<file path="config.mk">
export PLATFORM = sky130hd
export DESIGN_NAME = sonde_frame_dewhiten_deframer_unit_flat
export DESIGN_NICKNAME = d
export VERILOG_FILES = /design/src/design/sdd_pkg.sv /design/src/design/sdd_ifs.sv /design/src/design/sdd_cfg_regs.sv /design/src/design/sdd_parser.sv /design/src/design/sonde_frame_dewhiten_deframer_unit.sv /design/src/flat_wrapper.sv
export SDC_FILE = /design/constraint.sdc
export NUM_CORES = 1
export LEC_CHECK = 0
export BUFFER_PORTS_ARGS = -buffer_cell sky130_fd_sc_hd__buf_2
export CORE_ASPECT_RATIO = 0.5
export CORE_MARGIN = 4
export CORE_UTILIZATION = 30
export CTS_CLUSTER_DIAMETER = 120
export CTS_CLUSTER_SIZE = 20
export DETAILED_ROUTE_END_ITERATION = 6
export PLACE_DENSITY = 0.5
export SLEW_MARGIN = 10
export SYNTH_ARGS = -nofsm -noshare
export SYNTH_HDL_FRONTEND = slang
export SYNTH_SLANG_ARGS = --single-unit
</file>
<file path="constraint.sdc">
create_clock -name clk -period 6.1 [get_ports clk]
set_clock_uncertainty 0.2 [all_clocks]
set_input_delay 0.305 -clock clk [delete_from_list [all_inputs] [get_ports clk]]
set_output_delay 0.305 -clock clk [all_outputs]
set_load 0.1 [all_outputs]
</file>
<file path="src/design/sdd_pkg.sv">
// Shared types, constants and the de-whitening mask table for the sonde deframer.
// Depends on nothing; every other design file but sdd_ifs uses it.
package sdd_pkg;

	localparam int PAYLOAD_MAX = 200;
	localparam int MASK_LEN = 64;
	localparam int ROM_DEPTH = 64;
	localparam int ROM_IDX_W = $clog2(ROM_DEPTH);
	localparam int SYNC_BYTES = 8;
	localparam int FILL_W = 4;
	localparam int HDR_LAST_POS = 2;
	localparam int APB_ADDR_W = 4;
	localparam int APB_DATA_W = 64;

	typedef enum logic [APB_ADDR_W-4:0] {
		REG_SYNC_WORD = 1'b0
	} reg_idx_t;

	typedef enum logic [2:0] {
		PH_HDR  = 3'd0,
		PH_TYPE = 3'd1,
		PH_LEN  = 3'd2,
		PH_CHK1 = 3'd3,
		PH_CHK2 = 3'd4,
		PH_DATA = 3'd5,
		PH_STOP = 3'd6
	} phase_t;

	typedef enum logic [1:0] {
		KIND_FRAME_HDR = 2'd0,
		KIND_BLOCK_HDR = 2'd1,
		KIND_BLOCK_DATA = 2'd2,
		KIND_IGNORED = 2'd3
	} kind_t;

	typedef struct packed {
		logic [7:0] data_byte;
		logic       last_byte;
	} beat_t;

	typedef struct packed {
		logic [1:0]  byte_kind;
		logic [7:0]  clear_byte;
		logic [7:0]  payload_index;
		logic [7:0]  block_type;
		logic [7:0]  data_offset;
		logic        block_complete;
		logic [15:0] frame_counter;
		logic        counter_valid;
	} result_t;

	localparam logic [7:0] MASK_ROM [ROM_DEPTH] = '{
		8'h96, 8'h83, 8'h3E, 8'h51, 8'hB1, 8'h49, 8'h08, 8'h98,
		8'h32, 8'h05, 8'h59, 8'h0E, 8'hF9, 8'h44, 8'hC6, 8'h26,
		8'h21, 8'h60, 8'hC2, 8'hEA, 8'h79, 8'h5D, 8'h6D, 8'hA1,
		8'h54, 8'h69, 8'h47, 8'h0C, 8'hDC, 8'hE8, 8'h5C, 8'hF1,
		8'hF7, 8'h76, 8'h82, 8'h7F, 8'h07, 8'h99, 8'hA2, 8'h2C,
		8'h93, 8'h7C, 8'h30, 8'h63, 8'hF5, 8'h10, 8'h2E, 8'h61,
		8'hD0, 8'hBC, 8'hB4, 8'hB6, 8'h06, 8'hAA, 8'hF4, 8'h23,
		8'h78, 8'h6E, 8'h3B, 8'hAE, 8'hBF, 8'h7B, 8'h4C, 8'hC1
	};

endpackage

</file>
<file path="src/design/sdd_ifs.sv">
// Valid/ready channel interfaces for the raw byte input and the result output.
// Depends on nothing; the field widths are fixed here.
interface sdd_in_if;
	logic       valid;
	logic       ready;
	logic [7:0] data_byte;
	logic       last_byte;

	modport source (output valid, output data_byte, output last_byte, input ready);
	modport sink (input valid, input data_byte, input last_byte, output ready);
endinterface

interface sdd_out_if;
	logic        valid;
	logic        ready;
	logic [1:0]  byte_kind;
	logic [7:0]  clear_byte;
	logic [7:0]  payload_index;
	logic [7:0]  block_type;
	logic [7:0]  data_offset;
	logic        block_complete;
	logic [15:0] frame_counter;
	logic        counter_valid;

	modport source (output valid, output byte_kind, output clear_byte, output payload_index,
		output block_type, output data_offset, output block_complete,
		output frame_counter, output counter_valid, input ready);
	modport sink (input valid, input byte_kind, input clear_byte, input payload_index,
		input block_type, input data_offset, input block_complete,
		input frame_counter, input counter_valid, output ready);
endinterface

</file>
<file path="src/design/sdd_cfg_regs.sv">
// APB-style register file holding the 64-bit sync word.
// Depends on sdd_pkg for the address width and register indexes.
module sdd_cfg_regs (
	input  logic                           clk,
	input  logic                           arst_n,
	input  logic                           psel,
	input  logic                           penable,
	input  logic                           pwrite,
	input  logic [sdd_pkg::APB_ADDR_W-1:0] paddr,
	input  logic [sdd_pkg::APB_DATA_W-1:0] pwdata,
	output logic [sdd_pkg::APB_DATA_W-1:0] prdata,
	output logic                           pready,
	output logic [63:0]                    sync_word
);

	logic sel_sync;

	assign sel_sync = (paddr[sdd_pkg::APB_ADDR_W-1:3] == sdd_pkg::REG_SYNC_WORD)
		&& (paddr[2:0] == 3'd0);
	assign pready = 1'b1;
	assign prdata = sel_sync ? sync_word : '0;

	always_ff @(posedge clk or negedge arst_n) begin
		if (!arst_n) begin
			sync_word <= '0;
		end else if (psel && penable && pwrite && pready && sel_sync) begin
			sync_word <= pwdata;
		end
	end

endmodule

</file>
<file path="src/design/sdd_parser.sv">
// Sync hunter, de-whitening and block parser: frame state plus one result per beat.
// Depends on sdd_pkg for the phase codes, mask table and result type.
module sdd_parser (
	input  logic             clk,
	input  logic             arst_n,
	input  logic             advance,
	input  sdd_pkg::beat_t   beat,
	input  logic [63:0]      sync_word,
	output logic             hit,
	output sdd_pkg::result_t res
);

	logic [63:0]                 window_q, window_d;
	logic [sdd_pkg::FILL_W-1:0]  fill_q, fill_d;
	logic                        in_frame_q, in_frame_d;
	logic [7:0]                  count_q, count_d;
	sdd_pkg::phase_t             phase_q, phase_d;
	logic [7:0]                  type_q, type_d;
	logic [7:0]                  length_q, length_d;
	logic [7:0]                  dpos_q, dpos_d;
	logic [15:0]                 counter_q, counter_d;
	logic [sdd_pkg::ROM_IDX_W-1:0] midx;
	logic [7:0]                  clr;
	logic                        blk_end;
	logic                        active;

	assign active = in_frame_q && (count_q < 8'(sdd_pkg::PAYLOAD_MAX));
	assign midx = sdd_pkg::ROM_IDX_W'(count_q % sdd_pkg::MASK_LEN);
	assign clr = beat.data_byte ^ sdd_pkg::MASK_ROM[midx];
	assign blk_end = ({1'b0, dpos_q} + 9'd1) >= {1'b0, length_q};

	always_comb begin
		window_d = window_q;
		fill_d = fill_q;
		in_frame_d = in_frame_q;
		count_d = count_q;
		phase_d = phase_q;
		type_d = type_q;
		length_d = length_q;
		dpos_d = dpos_q;
		counter_d = counter_q;
		if (!in_frame_q) begin
			window_d = {window_q[55:0], beat.data_byte};
			if (fill_q < sdd_pkg::FILL_W'(sdd_pkg::SYNC_BYTES)) begin
				fill_d = fill_q + 1'b1;
			end
			if (fill_d >= sdd_pkg::FILL_W'(sdd_pkg::SYNC_BYTES) && window_d == sync_word) begin
				in_frame_d = 1'b1;
				count_d = '0;
				phase_d = sdd_pkg::PH_HDR;
			end
		end else if (active) begin
			count_d = count_q + 1'b1;
			case (phase_q)
				sdd_pkg::PH_HDR: begin
					if (count_q == 8'd1) begin
						counter_d = {counter_q[15:8], clr};
					end else if (count_q == 8'(sdd_pkg::HDR_LAST_POS)) begin
						counter_d = {clr, counter_q[7:0]};
					end
					if (count_q >= 8'(sdd_pkg::HDR_LAST_POS)) begin
						phase_d = sdd_pkg::PH_TYPE;
					end
				end
				sdd_pkg::PH_TYPE: begin
					type_d = clr;
					phase_d = sdd_pkg::PH_LEN;
				end
				sdd_pkg::PH_LEN: begin
					length_d = clr;
					phase_d = (clr == 8'd0) ? sdd_pkg::PH_STOP : sdd_pkg::PH_CHK1;
				end
				sdd_pkg::PH_CHK1: begin
					phase_d = sdd_pkg::PH_CHK2;
				end
				sdd_pkg::PH_CHK2: begin
					dpos_d = '0;
					phase_d = sdd_pkg::PH_DATA;
				end
				sdd_pkg::PH_DATA: begin
					if (blk_end) begin
						dpos_d = '0;
						phase_d = sdd_pkg::PH_TYPE;
					end else begin
						dpos_d = dpos_q + 1'b1;
					end
				end
				default: begin
				end
			endcase
		end
		if (beat.last_byte) begin
			window_d = '0;
			fill_d = '0;
			in_frame_d = 1'b0;
			count_d = '0;
			phase_d = sdd_pkg::PH_HDR;
			type_d = '0;
			length_d = '0;
			dpos_d = '0;
			counter_d = '0;
		end
	end

	always_comb begin
		hit = active;
		res.clear_byte = clr;
		res.payload_index = count_q;
		res.byte_kind = sdd_pkg::KIND_IGNORED;
		res.block_type = '0;
		res.data_offset = '0;
		res.block_complete = 1'b0;
		case (phase_q)
			sdd_pkg::PH_HDR: begin
				res.byte_kind = sdd_pkg::KIND_FRAME_HDR;
			end
			sdd_pkg::PH_TYPE: begin
				res.byte_kind = sdd_pkg::KIND_BLOCK_HDR;
				res.block_type = clr;
			end
			sdd_pkg::PH_LEN, sdd_pkg::PH_CHK1, sdd_pkg::PH_CHK2: begin
				res.byte_kind = sdd_pkg::KIND_BLOCK_HDR;
				res.block_type = type_q;
			end
			sdd_pkg::PH_DATA: begin
				res.byte_kind = sdd_pkg::KIND_BLOCK_DATA;
				res.block_type = type_q;
				res.data_offset = dpos_q;
				res.block_complete = blk_end;
			end
			default: begin
			end
		endcase
		if (count_q >= 8'(sdd_pkg::HDR_LAST_POS)) begin
			res.counter_valid = 1'b1;
			res.frame_counter = (count_q == 8'(sdd_pkg::HDR_LAST_POS))
				? {clr, counter_q[7:0]} : counter_q;
		end else begin
			res.counter_valid = 1'b0;
			res.frame_counter = '0;
		end
	end

	always_ff @(posedge clk or negedge arst_n) begin
		if (!arst_n) begin
			window_q <= '0;
			fill_q <= '0;
			in_frame_q <= 1'b0;
			count_q <= '0;
			phase_q <= sdd_pkg::PH_HDR;
			type_q <= '0;
			length_q <= '0;
			dpos_q <= '0;
			counter_q <= '0;
		end else if (advance) begin
			window_q <= window_d;
			fill_q <= fill_d;
			in_frame_q <= in_frame_d;
			count_q <= count_d;
			phase_q <= phase_d;
			type_q <= type_d;
			length_q <= length_d;
			dpos_q <= dpos_d;
			counter_q <= counter_d;
		end
	end

endmodule

</file>
<file path="src/design/sonde_frame_dewhiten_deframer_unit.sv">
// Top level of the sonde frame de-whitening deframer.
// Depends on sdd_pkg, sdd_ifs, sdd_cfg_regs and sdd_parser.
//
// The block takes raw received bytes on byte_in and hunts for the 64-bit sync
// word held in the register at address 0 of the APB port. After sync, each
// payload byte is de-whitened with the mask table and classified as frame
// header, block header, block data or ignored; one result beat per payload
// byte leaves on item_out. Hunting bytes and bytes past the payload cap give
// no result. A byte marked last_byte returns the block to hunting.
//
// An accepted beat is captured in an input register and is processed once the
// output register is free or being emptied; its result is then loaded into the
// output register, from which it is valid on item_out. One beat per cycle is
// sustained while item_out does not stall; the frame state is updated when the
// beat is processed, at the same clock edge that loads its result.
// When item_out stalls, the output register holds its beat, the input register
// holds one more, and byte_in.ready drops until the stall clears.
// Reset clears the sync word, the frame state and both valid flags.
module sonde_frame_dewhiten_deframer_unit (
	input  logic                           clk,
	input  logic                           arst_n,
	sdd_in_if.sink                         byte_in,
	sdd_out_if.source                      item_out,
	input  logic                           psel,
	input  logic                           penable,
	input  logic                           pwrite,
	input  logic [sdd_pkg::APB_ADDR_W-1:0] paddr,
	input  logic [sdd_pkg::APB_DATA_W-1:0] pwdata,
	output logic [sdd_pkg::APB_DATA_W-1:0] prdata,
	output logic                           pready
);

	logic [63:0]      sync_word;
	sdd_pkg::beat_t   beat_s1;
	logic             valid_s1;
	logic             advance;
	logic             hit;
	sdd_pkg::result_t res;
	sdd_pkg::result_t res_q;
	logic             out_valid_q;

	sdd_cfg_regs u_cfg (
		.clk       (clk),
		.arst_n    (arst_n),
		.psel      (psel),
		.penable   (penable),
		.pwrite    (pwrite),
		.paddr     (paddr),
		.pwdata    (pwdata),
		.prdata    (prdata),
		.pready    (pready),
		.sync_word (sync_word)
	);

	sdd_parser u_parser (
		.clk       (clk),
		.arst_n    (arst_n),
		.advance   (advance),
		.beat      (beat_s1),
		.sync_word (sync_word),
		.hit       (hit),
		.res       (res)
	);

	assign advance = valid_s1 && (!out_valid_q || item_out.ready);
	assign byte_in.ready = !valid_s1 || advance;

	always_ff @(posedge clk or negedge arst_n) begin
		if (!arst_n) begin
			valid_s1 <= 1'b0;
		end else if (byte_in.valid && byte_in.ready) begin
			valid_s1 <= 1'b1;
		end else if (advance) begin
			valid_s1 <= 1'b0;
		end
	end

	always_ff @(posedge clk) begin
		if (byte_in.valid && byte_in.ready) begin
			beat_s1.data_byte <= byte_in.data_byte;
			beat_s1.last_byte <= byte_in.last_byte;
		end
	end

	always_ff @(posedge clk or negedge arst_n) begin
		if (!arst_n) begin
			out_valid_q <= 1'b0;
		end else if (advance && hit) begin
			out_valid_q <= 1'b1;
		end else if (item_out.ready) begin
			out_valid_q <= 1'b0;
		end
	end

	always_ff @(posedge clk) begin
		if (advance && hit) begin
			res_q <= res;
		end
	end

	assign item_out.valid = out_valid_q;
	assign item_out.byte_kind = res_q.byte_kind;
	assign item_out.clear_byte = res_q.clear_byte;
	assign item_out.payload_index = res_q.payload_index;
	assign item_out.block_type = res_q.block_type;
	assign item_out.data_offset = res_q.data_offset;
	assign item_out.block_complete = res_q.block_complete;
	assign item_out.frame_counter = res_q.frame_counter;
	assign item_out.counter_valid = res_q.counter_valid;

endmodule

</file>
<file path="src/flat_wrapper.sv">
// flat-port wrapper written by rule: the top's interface ports become plain ports
module sonde_frame_dewhiten_deframer_unit_flat 
  (clk, arst_n, psel, penable, pwrite, paddr, pwdata, prdata, pready, byte_in_valid, byte_in_data_byte, byte_in_last_byte, byte_in_ready, item_out_valid, item_out_byte_kind, item_out_clear_byte, item_out_payload_index, item_out_block_type, item_out_data_offset, item_out_block_complete, item_out_frame_counter, item_out_counter_valid, item_out_ready);
  sdd_in_if byte_in_i ();
  sdd_out_if item_out_i ();
  input  logic clk;
  input  logic arst_n;
  input  logic psel;
  input  logic penable;
  input  logic pwrite;
  input  logic [sdd_pkg::APB_ADDR_W-1:0] paddr;
  input  logic [sdd_pkg::APB_DATA_W-1:0] pwdata;
  output logic [sdd_pkg::APB_DATA_W-1:0] prdata;
  output logic pready;
  input wire logic [$bits(byte_in_i.valid)-1:0] byte_in_valid;
  input wire logic [$bits(byte_in_i.data_byte)-1:0] byte_in_data_byte;
  input wire logic [$bits(byte_in_i.last_byte)-1:0] byte_in_last_byte;
  output wire logic [$bits(byte_in_i.ready)-1:0] byte_in_ready;
  output wire logic [$bits(item_out_i.valid)-1:0] item_out_valid;
  output wire logic [$bits(item_out_i.byte_kind)-1:0] item_out_byte_kind;
  output wire logic [$bits(item_out_i.clear_byte)-1:0] item_out_clear_byte;
  output wire logic [$bits(item_out_i.payload_index)-1:0] item_out_payload_index;
  output wire logic [$bits(item_out_i.block_type)-1:0] item_out_block_type;
  output wire logic [$bits(item_out_i.data_offset)-1:0] item_out_data_offset;
  output wire logic [$bits(item_out_i.block_complete)-1:0] item_out_block_complete;
  output wire logic [$bits(item_out_i.frame_counter)-1:0] item_out_frame_counter;
  output wire logic [$bits(item_out_i.counter_valid)-1:0] item_out_counter_valid;
  input wire logic [$bits(item_out_i.ready)-1:0] item_out_ready;
  assign byte_in_i.valid = byte_in_valid;
  assign byte_in_i.data_byte = byte_in_data_byte;
  assign byte_in_i.last_byte = byte_in_last_byte;
  assign byte_in_ready = byte_in_i.ready;
  assign item_out_valid = item_out_i.valid;
  assign item_out_byte_kind = item_out_i.byte_kind;
  assign item_out_clear_byte = item_out_i.clear_byte;
  assign item_out_payload_index = item_out_i.payload_index;
  assign item_out_block_type = item_out_i.block_type;
  assign item_out_data_offset = item_out_i.data_offset;
  assign item_out_block_complete = item_out_i.block_complete;
  assign item_out_frame_counter = item_out_i.frame_counter;
  assign item_out_counter_valid = item_out_i.counter_valid;
  assign item_out_i.ready = item_out_ready;
  sonde_frame_dewhiten_deframer_unit u_core (.clk(clk), .arst_n(arst_n), .byte_in(byte_in_i), .item_out(item_out_i), .psel(psel), .penable(penable), .pwrite(pwrite), .paddr(paddr), .pwdata(pwdata), .prdata(prdata), .pready(pready));
endmodule
</file>
==> impl_metrics.yaml <==
outcome:
  outcome: "complete, no violations"
placed_design:
  port_buffers: 201
  post_dp_cell_area_um2: 13400
  dp_slack_ns: 2.24
  gp_congestion: 0.846
  dpl.hpwl_mm: 25.6
pwr:
  power.switching_fraction_pct: 26.8
  p_total_uw: 3220
  p_clk_share_pct: 31.4
  ir_drop_v: 0.000127
  p_leak_uw: 0.00676
  power_density_nw_per_um2: 221
  p_comb_share_pct: 11.8
  power_switching_uw: 863
  p_int_uw: 2350
  pwr-share-seq_pct: 56.9
floorplanning:
  placementRows: 51
  die-height_um: 149
  die_w_um: 290
  die-area_um2: 43100
  io_pins: 203
  initial_core_util_pct: 30.5
  coreArea_um2: 39100
setup_path:
  critical_path.most_common_cell: "a22oi_1"
  required_ns: 6.25
  path_cells: "inv_1 > ha_1 > mux4_2 > a22oi_1 > a31oi_1 > nor2_1 > a22oi_1 > o21ai_1"
  cp_num_buf_inv: 1
  worst_path_max_delay_cell: "dfrtp_1"
  endpoint_kind: "register"
  crit_type: "reg2reg"
  start_kind: "register"
  path_max_fanout: 19
  critPathTopFamily: "flip-flops"
  cpPeakStageDelay_ns: 0.80
  critPathArrivalTime_ns: 4.06
clock_network:
  cts_root_buf: "clkbuf_16"
  htreeDepth: 1
  cts_tree: "built"
  cts_buffers: 15
  cts_resized: 0
  cts_buffer_depth: 3
  worst_skew_pair.late_latency_ns: 0.49
  path_clk_slew_ns: 0.09
  cts.sinks: 239
routing:
  via_per_inst: 5.00
  wl_mm: 36.6
  drt_iter0_markers: 748
  first_pass_iters: 5
  drc_errors: 0
  route.met3.wl_mm: 1.34
  wl_met2_mm: 18.2
  topRoutingLayerUsed: "met4"
  avgRoutedWirePerCell_um: 20.4
  ant_nets: 0
  wl_met1_mm: 16.4
  vias: 8968
yosys:
  async_reset_ff_share_pct: 74.5
  synthesis.area_um2: 11900
  avgSynthCellArea_um2: 11.7
  synth.net_count: 1127
  yosysSeqAreaShare_pct: 52.8
  yosysWarnings: 0
  ys_ff_latch: 239
  synth_top_flop_cell: "dfrtp_1"
  netlist-cell-type-count: 76
  synth-edff-count: 61
  synth_cells: 1021
global_route:
  grt_pass1_wl_mm: 56.6
  grt_overflow: 0
  grt_max_degree: 82
  grt_usage_pct: 16.8
  grt_pass1_vias: 9400
  grt_antenna_before_repair: 0
final_layout:
  area_delta_synth_final_pct: 22.0
  layout.nets: 1366
  final_common_cell: "buf_2"
  insertedDiodeCount: 0
  drive_above_1_share_pct: 24.9
  fillers: 3882
  postLayoutCoreUtil_pct: 37.2
  final_cell_mix: "200 x buf_2, 178 x dfrtp_1, 92 x and2_1, 89 x a22o_1, 77 x dlygate4sd3_1"
  finish.instance_area_um2: 14500
timing:
  fin_crit_sh_pct: 64.1
  worst_pin_slew_ns: 1.16
  finalSetupViolations: 0
  clock.fmax_mhz: 256
  fin_tns_setup_ns: 0
  fin_ws_ns: 2.19
  hold_viol: 0
  slew_viol_final: 0
  fin_crit_ns: 3.91
  rsz0062_at_grt: "no"
  maxSlewHeadroom_pct: 22.2
flow_run:
  drv_cap: 0
min_path:
  hp-class: "in2async"
-- kinds of logic after synthesis --
logic type                 synth area share [%]
DFF                                        52.8
buffers and inverters                      3.22
xor gates and xnor gates                   5.60
muxes                                      6.94
and+or+nand+nor                            14.5
adders and majority gates                  2.31
AOI/OAI and AO/OA                          14.6
other                                    0.0315
-- sequential cells by signal (all words and copies together), names as in the netlist, 9 cells and up --
| signal | count |
|---|---|
| u_core.item_out.frame_counter | 16 |
| u_core.u_parser.window_q | 56 |
| u_core.u_parser.counter_q | 16 |
| u_core.u_cfg.sync_word | 64 |
| u_core.beat_s1 | 9 |
-- metrics by stage --
| step | hold slack (ns) | instances |
|---|---|---|
| 3_5_place_dp | 0.173 | 1696 |
| 2_1_floorplan | -0.191 | 1021 |
| 3_3_place_gp | 0.163 | 1696 |
| 5_1_grt | 0.269 | 1795 |
| 6_report | 0.188 | 1795 |
| 4_1_cts | 0.215 | 1795 |
-- worst reg2reg max path: cells and delay by family (launching register included) --
family          cells  cell delay [ns]
compound gates      4             0.68
simple gates        1             0.57
mux                 1             0.55
fa+ha+maj           1             0.59
buf+inv             1             0.38
flops               1             0.80
-- power groups by stage --
| stage | logic (µW) | registers, µW | clock network [µW] |
|---|---|---|---|
| after global routing | 413 | 1840 | 1110 |
| final | 378 | 1830 | 1010 |
| after CTS | 383 | 1830 | 1050 |
| after floorplan | 227 | 1810 | 0 |
| after detailed placement | 341 | 1860 | 0 |
| after global placement | 336 | 1860 | 0 |
-- final timing paths --
kind | slack, ns | from | depth (start not counted) | to
min in group clk | 0.31 | u_core.u_parser.length_q[1] | 1 | u_core.u_parser.length_q[1]
worst min-delay path | 0.19 | arst_n | 2 | u_core.u_cfg.sync_word[37]
worst min register to register | 0.31 | u_core.u_parser.length_q[1] | 1 | u_core.u_parser.length_q[1]
max in group asynchronous | 3.97 | arst_n | 3 | u_core.u_parser.window_q[10]
worst max-delay path | 2.19 | u_core.u_parser.count_q[1] | 8 | u_core.item_out.block_type[0]
worst max register to register | 2.19 | u_core.u_parser.count_q[1] | 8 | u_core.item_out.block_type[0]
-- metal layers --
metal  vias up  GRT usage [%]
met3        43           2.18
li1       4193              -
met5         -              0
met4         0           3.13
met2       187           29.3
met1      4545           22.8
-- cells in the mapped netlist, types with 4 or more instances --
master | n | area share (%)
dfrtp_1 | 178 | 37
and2_1 | 92 | 4.8
a22o_1 | 89 | 6.6
mux2_2 | 64 | 6.1
xor2_1 | 64 | 4.7
edfxtp_1 | 61 | 15
nor2_1 | 45 | 1.4
nand2_1 | 44 | 1.4
clkbuf_1 | 36 | 1.1
o21ai_0 | 24 | 1.0
ha_1 | 22 | 2.3
nand2b_1 | 21 | 1.1
a21oi_1 | 18 | 0.76
inv_1 | 17 | 0.54
nor4_1 | 17 | 0.89
nor3_1 | 16 | 0.67
nand3_1 | 14 | 0.59
a31oi_1 | 12 | 0.63
buf_2 | 12 | 0.50
a22oi_1 | 11 | 0.69
nor2b_1 | 11 | 0.58
o31ai_1 | 10 | 0.63
and3_1 | 9 | 0.47
xnor2_1 | 9 | 0.66
buf_1 | 7 | 0.22
o21ai_1 | 7 | 0.29
mux2i_1 | 6 | 0.50
nand4_1 | 6 | 0.32
a21o_1 | 5 | 0.32
buf_4 | 5 | 0.32
buf_6 | 5 | 0.47
nor3b_1 | 5 | 0.32
a21boi_0 | 4 | 0.25
o211ai_1 | 4 | 0.25
o21a_1 | 4 | 0.25
or2_2 | 4 | 0.21
or4_1 | 4 | 0.25
-- timing repair --
item | in CTS | in global routing
setup buffers | 0 | 0
hold endpoints to repair | 147 | 0
hold buffers | 77 | 0
-- final cells by class --
type                            count  area (µm²)  area share (%)
Tap cell                          530         663            4.57
Timing Repair Buffer              287        1850            12.7
Inverter                           18        67.6           0.465
Sequential cell                   239        6290            43.3
Multi-Input combinational cell    699        5250            36.2
Clock buffer                       22         402            2.77
Power figures use the tool's default switching activity.
